--- src/hw/rtl/apc_pkg.sv ---
// ----------------------------------------------------------------------------
// apc_pkg
// Shared constants, codes and types of the adaptive penalty controller.
// ----------------------------------------------------------------------------
package apc_pkg;

  // sliding window geometry
  localparam int unsigned WINDOW_LEN = 100;
  localparam int unsigned CNT_W      = $clog2(WINDOW_LEN + 1);
  localparam int unsigned CNT_OUT_W  = 7;

  // signed width for the feasible fraction compare
  localparam int unsigned CMP_W = CNT_W + 19;

  // field widths
  localparam int unsigned PEN_W    = 33;
  localparam int unsigned TARGET_W = 16;
  localparam int unsigned INC_W    = 18;
  localparam int unsigned DEC_W    = 17;
  localparam int unsigned CFG_IDX_W  = 3;
  localparam int unsigned CFG_DATA_W = PEN_W;

  // band half-width, 0.05 in Q0.16
  localparam int unsigned BAND_Q16 = 3277;

  // penalty bounds in Q.16: 0.1 and 100000
  localparam logic [PEN_W-1:0] PEN_MIN = 33'd6554;
  localparam logic [PEN_W-1:0] PEN_MAX = 33'd6553600000;

  // register reset values
  localparam logic [TARGET_W-1:0] TARGET_RST  = 16'd13107;
  localparam logic [INC_W-1:0]    INC_RST     = 18'd78643;
  localparam logic [DEC_W-1:0]    DEC_RST     = 17'd55705;
  localparam logic [PEN_W-1:0]    PEN_INIT_RST = 33'd65536;

  // request opcodes
  typedef enum logic {
    OP_RECORD = 1'b0,
    OP_ADJUST = 1'b1
  } apc_op_e;

  // configuration register indexes
  typedef enum logic [CFG_IDX_W-1:0] {
    REG_TARGET      = 3'd0,
    REG_INC_FACTOR  = 3'd1,
    REG_DEC_FACTOR  = 3'd2,
    REG_INIT_CAP    = 3'd3,
    REG_INIT_DUR    = 3'd4
  } apc_reg_e;

  // per-cycle command to the window and penalty units
  typedef struct packed {
    logic record;
    logic adjust;
  } apc_cmd_t;

  // adjust settings shared by both penalty channels
  typedef struct packed {
    logic [TARGET_W-1:0] target;
    logic [INC_W-1:0]    inc_factor;
    logic [DEC_W-1:0]    dec_factor;
  } apc_cfg_t;

endpackage

--- src/hw/rtl/apc_if.sv ---
// ----------------------------------------------------------------------------
// apc request and result channels
// Valid/ready channels carrying controller requests and results.
// ----------------------------------------------------------------------------
interface apc_req_if;
  logic valid;
  logic ready;
  logic opcode;
  logic load_ok;
  logic duration_ok;

  modport source (output valid, output opcode, output load_ok, output duration_ok,
                  input ready);
  modport sink   (input valid, input opcode, input load_ok, input duration_ok,
                  output ready);
endinterface

interface apc_rsp_if;
  logic        valid;
  logic        ready;
  logic [32:0] capacity_penalty_out;
  logic [32:0] duration_penalty_out;
  logic [6:0]  load_ok_count;
  logic [6:0]  duration_ok_count;

  modport source (output valid, output capacity_penalty_out, output duration_penalty_out,
                  output load_ok_count, output duration_ok_count, input ready);
  modport sink   (input valid, input capacity_penalty_out, input duration_penalty_out,
                  input load_ok_count, input duration_ok_count, output ready);
endinterface

--- src/hw/rtl/adaptive_penalty_controller_core.sv ---
// ----------------------------------------------------------------------------
// adaptive_penalty_controller_core
// Feasibility windows and adaptive capacity and duration penalties.
// ----------------------------------------------------------------------------
// Takes one request per clock and returns one result per request in the cycle
// after it is accepted, through an output register; the request side stays
// ready while a result waits as long as the result is taken in the same cycle.
// The penalty update, a 33 x 18 bit scale made from two narrower partial
// products, plus clamp, is combinational in each channel. Each window is a
// 100-flag shift line with a running count, set to all feasible at reset with
// no clearing pass. Configuration writes take effect at once; writing an
// initial penalty loads that penalty, clamped to [0.1, 100000].
module adaptive_penalty_controller_core (
  input  logic                             clk_i,
  input  logic                             rst_ni,
  apc_req_if.sink                          req_i,
  apc_rsp_if.source                        rsp_o,
  input  logic                             cfg_we_i,
  input  logic [apc_pkg::CFG_IDX_W-1:0]    cfg_idx_i,
  input  logic [apc_pkg::CFG_DATA_W-1:0]   cfg_wdata_i
);
  import apc_pkg::*;

  apc_cfg_t          cfg_q;
  apc_cmd_t          cmd;
  logic              fire;
  logic              load_cap, load_dur;
  logic [CNT_W-1:0]  load_cnt_d, dur_cnt_d;
  logic [PEN_W-1:0]  cap_pen_d, dur_pen_d;
  logic [CNT_W+CNT_OUT_W-1:0] load_cnt_ext, dur_cnt_ext;

  logic                 rsp_valid_q;
  logic [PEN_W-1:0]     cap_out_q, dur_out_q;
  logic [CNT_OUT_W-1:0] load_cnt_q, dur_cnt_q;

  // request handshake
  assign req_i.ready = !rsp_valid_q || rsp_o.ready;
  assign fire        = req_i.valid && req_i.ready;
  assign cmd.record  = fire && (req_i.opcode == OP_RECORD);
  assign cmd.adjust  = fire && (req_i.opcode == OP_ADJUST);

  // configuration registers
  assign load_cap = cfg_we_i && (cfg_idx_i == REG_INIT_CAP);
  assign load_dur = cfg_we_i && (cfg_idx_i == REG_INIT_DUR);

  always_ff @(posedge clk_i or negedge rst_ni) begin
    if (!rst_ni) begin
      cfg_q.target     <= TARGET_RST;
      cfg_q.inc_factor <= INC_RST;
      cfg_q.dec_factor <= DEC_RST;
    end else if (cfg_we_i) begin
      case (cfg_idx_i)
        REG_TARGET:     cfg_q.target     <= cfg_wdata_i[TARGET_W-1:0];
        REG_INC_FACTOR: cfg_q.inc_factor <= cfg_wdata_i[INC_W-1:0];
        REG_DEC_FACTOR: cfg_q.dec_factor <= cfg_wdata_i[DEC_W-1:0];
        default: ;
      endcase
    end
  end

  // feasibility windows
  apc_window u_load_win (
    .clk_i     (clk_i),
    .rst_ni    (rst_ni),
    .cmd_i     (cmd),
    .flag_i    (req_i.load_ok),
    .count_d_o (load_cnt_d)
  );

  apc_window u_dur_win (
    .clk_i     (clk_i),
    .rst_ni    (rst_ni),
    .cmd_i     (cmd),
    .flag_i    (req_i.duration_ok),
    .count_d_o (dur_cnt_d)
  );

  // penalty channels, each steered by its own window count
  apc_penalty u_cap_pen (
    .clk_i      (clk_i),
    .rst_ni     (rst_ni),
    .cmd_i      (cmd),
    .cfg_i      (cfg_q),
    .count_i    (load_cnt_d),
    .load_en_i  (load_cap),
    .load_val_i (cfg_wdata_i[PEN_W-1:0]),
    .pen_d_o    (cap_pen_d)
  );

  apc_penalty u_dur_pen (
    .clk_i      (clk_i),
    .rst_ni     (rst_ni),
    .cmd_i      (cmd),
    .cfg_i      (cfg_q),
    .count_i    (dur_cnt_d),
    .load_en_i  (load_dur),
    .load_val_i (cfg_wdata_i[PEN_W-1:0]),
    .pen_d_o    (dur_pen_d)
  );

  // reported counts keep the low bits only
  assign load_cnt_ext = (CNT_W+CNT_OUT_W)'(load_cnt_d);
  assign dur_cnt_ext  = (CNT_W+CNT_OUT_W)'(dur_cnt_d);

  // result register
  always_ff @(posedge clk_i or negedge rst_ni) begin
    if (!rst_ni) begin
      rsp_valid_q <= 1'b0;
    end else if (fire) begin
      rsp_valid_q <= 1'b1;
    end else if (rsp_o.ready) begin
      rsp_valid_q <= 1'b0;
    end
  end

  always_ff @(posedge clk_i) begin
    if (fire) begin
      cap_out_q  <= cap_pen_d;
      dur_out_q  <= dur_pen_d;
      load_cnt_q <= load_cnt_ext[CNT_OUT_W-1:0];
      dur_cnt_q  <= dur_cnt_ext[CNT_OUT_W-1:0];
    end
  end

  assign rsp_o.valid                = rsp_valid_q;
  assign rsp_o.capacity_penalty_out = cap_out_q;
  assign rsp_o.duration_penalty_out = dur_out_q;
  assign rsp_o.load_ok_count        = load_cnt_q;
  assign rsp_o.duration_ok_count    = dur_cnt_q;

endmodule

--- src/hw/rtl/apc_window.sv ---
// ----------------------------------------------------------------------------
// apc_window
// Shift line of the most recent feasibility flags with a running count of ones.
// ----------------------------------------------------------------------------
module apc_window (
  input  logic                  clk_i,
  input  logic                  rst_ni,
  input  apc_pkg::apc_cmd_t     cmd_i,
  input  logic                  flag_i,
  output logic [apc_pkg::CNT_W-1:0] count_d_o
);
  import apc_pkg::*;

  logic [WINDOW_LEN-1:0] win_q, win_d;
  logic [WINDOW_LEN-1:0] win_shift;
  logic [CNT_W-1:0]      count_q, count_d;
  logic                  oldest;

  // oldest flag leaves at the far end, new flag enters at bit zero
  assign oldest    = win_q[WINDOW_LEN-1];
  assign win_shift = {win_q[WINDOW_LEN-2:0], flag_i};

  always_comb begin
    win_d   = win_q;
    count_d = count_q;
    if (cmd_i.record) begin
      win_d   = win_shift;
      count_d = count_q - CNT_W'(oldest) + CNT_W'(flag_i);
    end
  end

  // window starts full of feasible flags
  always_ff @(posedge clk_i or negedge rst_ni) begin
    if (!rst_ni) begin
      win_q   <= '1;
      count_q <= CNT_W'(WINDOW_LEN);
    end else begin
      win_q   <= win_d;
      count_q <= count_d;
    end
  end

  assign count_d_o = count_d;

endmodule

--- src/hw/rtl/apc_penalty.sv ---
// ----------------------------------------------------------------------------
// apc_penalty
// One penalty channel: band compare, scale by a Q.16 factor and clamp.
// ----------------------------------------------------------------------------
module apc_penalty (
  input  logic                           clk_i,
  input  logic                           rst_ni,
  input  apc_pkg::apc_cmd_t              cmd_i,
  input  apc_pkg::apc_cfg_t              cfg_i,
  input  logic [apc_pkg::CNT_W-1:0]      count_i,
  input  logic                           load_en_i,
  input  logic [apc_pkg::PEN_W-1:0]      load_val_i,
  output logic [apc_pkg::PEN_W-1:0]      pen_d_o
);
  import apc_pkg::*;

  localparam logic signed [CMP_W-1:0] BandS = CMP_W'(BAND_Q16);
  localparam logic signed [CMP_W-1:0] WinS  = CMP_W'(WINDOW_LEN);

  logic [PEN_W-1:0]        pen_q, pen_d;
  logic signed [CMP_W-1:0] lhs, tgt, lo_thr, hi_thr;
  logic                    below, above;
  logic [INC_W-1:0]        factor;
  logic [16:0]             pen_hi;
  logic [15:0]             pen_lo;
  logic [34:0]             prod_hi;
  logic [33:0]             prod_lo;
  logic [35:0]             scaled;
  logic [PEN_W-1:0]        load_clamped;

  // feasible fraction against target band, both sides scaled to count * 2^16
  assign lhs    = signed'(CMP_W'({count_i, 16'b0}));
  assign tgt    = signed'(CMP_W'(cfg_i.target));
  assign lo_thr = (tgt - BandS) * WinS;
  assign hi_thr = (tgt + BandS) * WinS;
  assign below  = lhs < lo_thr;
  assign above  = lhs > hi_thr;

  // penalty times factor over 2^16, split into two partial products
  assign factor  = below ? cfg_i.inc_factor : INC_W'(cfg_i.dec_factor);
  assign pen_hi  = pen_q[32:16];
  assign pen_lo  = pen_q[15:0];
  assign prod_hi = 35'(pen_hi) * 35'(factor);
  assign prod_lo = 34'(pen_lo) * 34'(factor);
  assign scaled  = 36'(prod_hi) + 36'(prod_lo[33:16]);

  // written initial value is held inside the bounds
  always_comb begin
    if (load_val_i < PEN_MIN) begin
      load_clamped = PEN_MIN;
    end else if (load_val_i > PEN_MAX) begin
      load_clamped = PEN_MAX;
    end else begin
      load_clamped = load_val_i;
    end
  end

  // next penalty
  always_comb begin
    pen_d = pen_q;
    if (load_en_i) begin
      pen_d = load_clamped;
    end else if (cmd_i.adjust) begin
      if (below) begin
        if (pen_q < PEN_MAX) begin
          pen_d = (scaled > 36'(PEN_MAX)) ? PEN_MAX : scaled[PEN_W-1:0];
        end
      end else if (above) begin
        if (pen_q > PEN_MIN) begin
          pen_d = (scaled < 36'(PEN_MIN)) ? PEN_MIN : scaled[PEN_W-1:0];
        end
      end
    end
  end

  always_ff @(posedge clk_i or negedge rst_ni) begin
    if (!rst_ni) begin
      pen_q <= PEN_INIT_RST;
    end else begin
      pen_q <= pen_d;
    end
  end

  assign pen_d_o = pen_d;

endmodule

--- src/flat_wrapper.sv ---
// flat-port wrapper written by rule: the top's interface ports become plain ports
module adaptive_penalty_controller_core_flat import apc_pkg::*;
  (clk_i, rst_ni, cfg_we_i, cfg_idx_i, cfg_wdata_i, req_i_valid, req_i_opcode, req_i_load_ok, req_i_duration_ok, req_i_ready, rsp_o_valid, rsp_o_capacity_penalty_out, rsp_o_duration_penalty_out, rsp_o_load_ok_count, rsp_o_duration_ok_count, rsp_o_ready);
  apc_req_if req_i_i ();
  apc_rsp_if rsp_o_i ();
  input  logic clk_i;
  input  logic rst_ni;
  input  logic cfg_we_i;
  input  logic [apc_pkg::CFG_IDX_W-1:0] cfg_idx_i;
  input  logic [apc_pkg::CFG_DATA_W-1:0] cfg_wdata_i;
  input wire logic [$bits(req_i_i.valid)-1:0] req_i_valid;
  input wire logic [$bits(req_i_i.opcode)-1:0] req_i_opcode;
  input wire logic [$bits(req_i_i.load_ok)-1:0] req_i_load_ok;
  input wire logic [$bits(req_i_i.duration_ok)-1:0] req_i_duration_ok;
  output wire logic [$bits(req_i_i.ready)-1:0] req_i_ready;
  output wire logic [$bits(rsp_o_i.valid)-1:0] rsp_o_valid;
  output wire logic [$bits(rsp_o_i.capacity_penalty_out)-1:0] rsp_o_capacity_penalty_out;
  output wire logic [$bits(rsp_o_i.duration_penalty_out)-1:0] rsp_o_duration_penalty_out;
  output wire logic [$bits(rsp_o_i.load_ok_count)-1:0] rsp_o_load_ok_count;
  output wire logic [$bits(rsp_o_i.duration_ok_count)-1:0] rsp_o_duration_ok_count;
  input wire logic [$bits(rsp_o_i.ready)-1:0] rsp_o_ready;
  assign req_i_i.valid = req_i_valid;
  assign req_i_i.opcode = req_i_opcode;
  assign req_i_i.load_ok = req_i_load_ok;
  assign req_i_i.duration_ok = req_i_duration_ok;
  assign req_i_ready = req_i_i.ready;
  assign rsp_o_valid = rsp_o_i.valid;
  assign rsp_o_capacity_penalty_out = rsp_o_i.capacity_penalty_out;
  assign rsp_o_duration_penalty_out = rsp_o_i.duration_penalty_out;
  assign rsp_o_load_ok_count = rsp_o_i.load_ok_count;
  assign rsp_o_duration_ok_count = rsp_o_i.duration_ok_count;
  assign rsp_o_i.ready = rsp_o_ready;
  adaptive_penalty_controller_core u_core (.clk_i(clk_i), .rst_ni(rst_ni), .req_i(req_i_i), .rsp_o(rsp_o_i), .cfg_we_i(cfg_we_i), .cfg_idx_i(cfg_idx_i), .cfg_wdata_i(cfg_wdata_i));
endmodule
--- config.mk ---
export PLATFORM = sky130hd
export DESIGN_NAME = adaptive_penalty_controller_core_flat
export DESIGN_NICKNAME = d
export VERILOG_FILES = /design/src/hw/rtl/apc_pkg.sv /design/src/hw/rtl/apc_if.sv /design/src/hw/rtl/adaptive_penalty_controller_core.sv /design/src/hw/rtl/apc_window.sv /design/src/hw/rtl/apc_penalty.sv /design/src/flat_wrapper.sv
export SDC_FILE = /design/constraint.sdc
export NUM_CORES = 2
export LEC_CHECK = 0
export BUFFER_PORTS_ARGS = -buffer_cell sky130_fd_sc_hd__buf_2
export CAP_MARGIN = 10
export CORE_MARGIN = 1.5
export CORE_UTILIZATION = 45
export DETAILED_ROUTE_END_ITERATION = 8
export PLACE_DENSITY_LB_ADDON = 0.3
export SLEW_MARGIN = 5
export SYNTH_ARGS = -nofsm -noshare
export SYNTH_HDL_FRONTEND = slang
export SYNTH_SLANG_ARGS = --single-unit
--- constraint.sdc ---
create_clock -name clk_i -period 20.4 [get_ports clk_i]
set_input_delay 1.02 -clock clk_i [delete_from_list [all_inputs] [get_ports clk_i]]
set_output_delay 1.02 -clock clk_i [all_outputs]
set_load 0.03 [all_outputs]
==> results.yml <==
global_route:
  grt_pass1_vias: 50800
  grt_pass1_wl_mm: 295
  antenna_found_initial: 22
  grt_max_degree: 119
  grt_usage_pct: 26.7
  grt-ovfl-total: 0
floorplanning:
  ios: 126
  die_w_um: 378
  die-area_um2: 143000
  start_util_pct: 45.3
  core_area_um2: 140000
  rows: 137
  die_h_um: 378
yosys:
  synth_area_leader_cell: "fa_1"
  yosys.area.top_type_share_pct: 31.2
  synth-edff-count: 80
  synth.yosys.warnings: 0
  syn_area_per_cell_um2: 8.91
  yosys-top-cells-area: "fa_1 (31%), ha_1 (12%), dfstp_2 (9.7%)"
  synth_flop_cell: "dfstp_2"
  synth-async-reset-ratio_pct: 80.6
  syn-cell-area_um2: 63200
  yosysUniqueCellTypes: 95
  seq_area_frac_synth_pct: 17.4
  syn_nets: 8710
  ys_ff_latch: 412
  postSynthCellCount: 7098
clock_network:
  clock_sinks: 412
  clock_path_buffers: 3
  cts_inserted_buffers: 46
  cts_tree: "yes"
  htree_levels: 2
  cts.clk_slew.worst_paths_ns: 0.06
  root_buffer: "clkbuf_16"
  insertion_delay_ns: 0.61
timing:
  finalHoldViolCount: 0
  period_share_pct: 96.3
  tightestPinTransition_ns: 1.21
  fmax_mhz: 50.9
  maxSlewViolCount: 0
  setup_viol: 0
  skew_ns: 0.0295
  slew_headroom_pct: 19.5
  setup_ws_ns: 0.745
  min_period_ns: 19.66
  fin_hold_ws_ns: 0.445
finish:
  syn_to_final_growth_pct: 7.08
  final_cell_mix: "nand2_1 (1,478), inv_1 (1,212), fa_1 (984)"
  nFillCells: 13200
  stdcell_area_um2: 67700
  fin_nets: 8656
  layout_commonest_cell: "nand2_1"
  drive_gt1_share_pct: 10.4
setup_path:
  slowest_delay_ns: 0.54
  cp-start-kind: "flip-flop"
  slowest_stage: "fa_1"
  cp-end-kind: "flip-flop"
  arrival_ns: 19.99
  crit_type: "flip-flop to flip-flop"
  crit_fanout: 15
  cp_data_required_time_ns: 20.74
route:
  drcViolationCount: 0
  drt-vias-per-instance: 5.54
  drtPass1Iterations: 6
  wl_mm: 187
  vias: 49600
  wl_per_cell_um: 20.9
  drt_first_iter_violations: 3969
  drtAntennaViolNets: 0
place:
  io_buffers: 125
  dpl_cell_area_um2: 65900
  gp_congestion: 0.975
  pre_cts_ws_ns: 0.0301
  dp_hpwl_mm: 147
flow_run:
  maxCapViolations: 0
worst_hold_path:
  min_path_type: "flip-flop to flip-flop"
run_status:
  status: "finished clean"
## state kept, by name, indices dropped and copies added (netlist names)
name	count
u_core.rsp_o.load_ok_count	7
u_core.u_cap_pen.pen_q	33
u_core.rsp_o.duration_ok_count	7
u_core.u_dur_win.count_q	7
u_core.cfg_q	51
u_core.rsp_o.valid	1
u_core.rsp_o.duration_penalty_out	33
u_core.u_dur_pen.pen_q	33
u_core.rsp_o.capacity_penalty_out	33
u_core.u_load_win.count_q	7
u_core.u_load_win.win_q	100
u_core.u_dur_win.win_q	100
## layer usage
layer / GRT usage [%] / vias to the layer above / routed length, um
met1: 37.1 / 25100 / 78800
met2: 41.3 / 1975 / 81800
met5: 0 / - / 67
met3: 6.35 / 351 / 19000
met4: 8.18 / 14 / 7220
li1: - / 22200 / -
## cell type report
cell class	count	area, um^2	share of cell area, %
antenna	9	22.5	0.0333
clock buffer	53	1200	1.77
clock inverter	27	323	0.477
multi-input combinational	5107	46500	68.8
timing repair buffer	264	1710	2.52
sequential	412	11000	16.3
inverter	1213	4550	6.73
tap	1876	2350	3.47
## critical path, delay by kind of cell (launching register included)
kind                     cells  cell delay [ns]
multiplexers                 1             0.48
AND/OR/NAND/NOR             12             2.28
AO/OA/AOI/OAI               29             7.09
flip-flops                   1             0.40
XOR/XNOR                     2             0.36
adder cells (fa/ha/maj)     17             7.46
buffers and inverters       14             1.25
## synthesized netlist by cell type (15+ instances only)
| cell | number |
|---|---|
| o21ai_0 | 145 |
| mux2_2 | 86 |
| o21a_1 | 41 |
| nand3_1 | 57 |
| and3_1 | 64 |
| and2_1 | 419 |
| nor3_1 | 56 |
| nand2b_1 | 42 |
| dfstp_2 | 234 |
| mux2i_1 | 15 |
| ha_1 | 584 |
| a211oi_1 | 30 |
| nand2_1 | 1478 |
| o31ai_1 | 28 |
| edfxtp_1 | 80 |
| nor4_1 | 34 |
| or3_1 | 15 |
| a2111oi_0 | 16 |
| nor2b_1 | 27 |
| o211ai_1 | 26 |
| nand4_1 | 29 |
| xnor2_1 | 77 |
| a22oi_1 | 22 |
| xor2_1 | 66 |
| o21bai_1 | 15 |
| or2_2 | 26 |
| nor2_1 | 188 |
| a31oi_1 | 34 |
| a221o_1 | 15 |
| a21oi_1 | 178 |
| dfrtp_1 | 98 |
| inv_1 | 1212 |
| clkbuf_1 | 347 |
| a21o_1 | 103 |
| fa_1 | 984 |
## worst paths after layout
check	start	to	slack (ns)	depth (start not counted)
hold / removal	u_core.u_load_win.win_q[43]	u_core.u_load_win.win_q[44]	0.45	2
hold reg to reg	u_core.u_load_win.win_q[43]	u_core.u_load_win.win_q[44]	0.45	2
setup / recovery	u_core.cfg_q[35]	u_core.rsp_o.capacity_penalty_out[15]	0.74	75
setup reg to reg	u_core.cfg_q[35]	u_core.rsp_o.capacity_penalty_out[15]	0.74	75
min in group asynchronous	rst_ni	u_core.u_dur_pen.pen_q[3]	0.58	1
max in group asynchronous	rst_ni	u_core.u_cap_pen.pen_q[24]	17.36	3
## stage by stage
| step | std cells | TNS, ns | util, % |
|---|---|---|---|
| final | 8961 | 0 | 48.5 |
| after global routing | 8952 | -0.462 | 48.5 |
| after CTS | 8947 | 0 | 48.3 |
| after detailed placement | 8867 | 0 | 47.2 |
| after global placement | 8867 | 0 | 47.2 |
| after floorplan | 7098 | 0 | - |
## what timing repair did
action,4_1_cts,5_1_grt
buffers inserted,0,4
hold buffers,0,0
pin swaps,0,5
gates resized for setup,2,50
setup endpoints to repair,11,132
cloned,0,1
## cells by family after synthesis
| family | count (synthesis) | share of synthesized area (%) |
|---|---|---|
| adder cells (fa/ha/maj) | 1568 | 42.7 |
| multiplexers | 102 | 1.79 |
| AND/OR/NAND/NOR | 2481 | 17.9 |
| AO/OA/AOI/OAI | 812 | 8.77 |
| flip-flops | 412 | 17.4 |
| buffers and inverters | 1579 | 9.42 |
| XOR/XNOR | 144 | 2.02 |
Power is left out: the tool's default activity adds up to more than one toggle a clock period on the data nets, which glitch-free logic cannot reach.
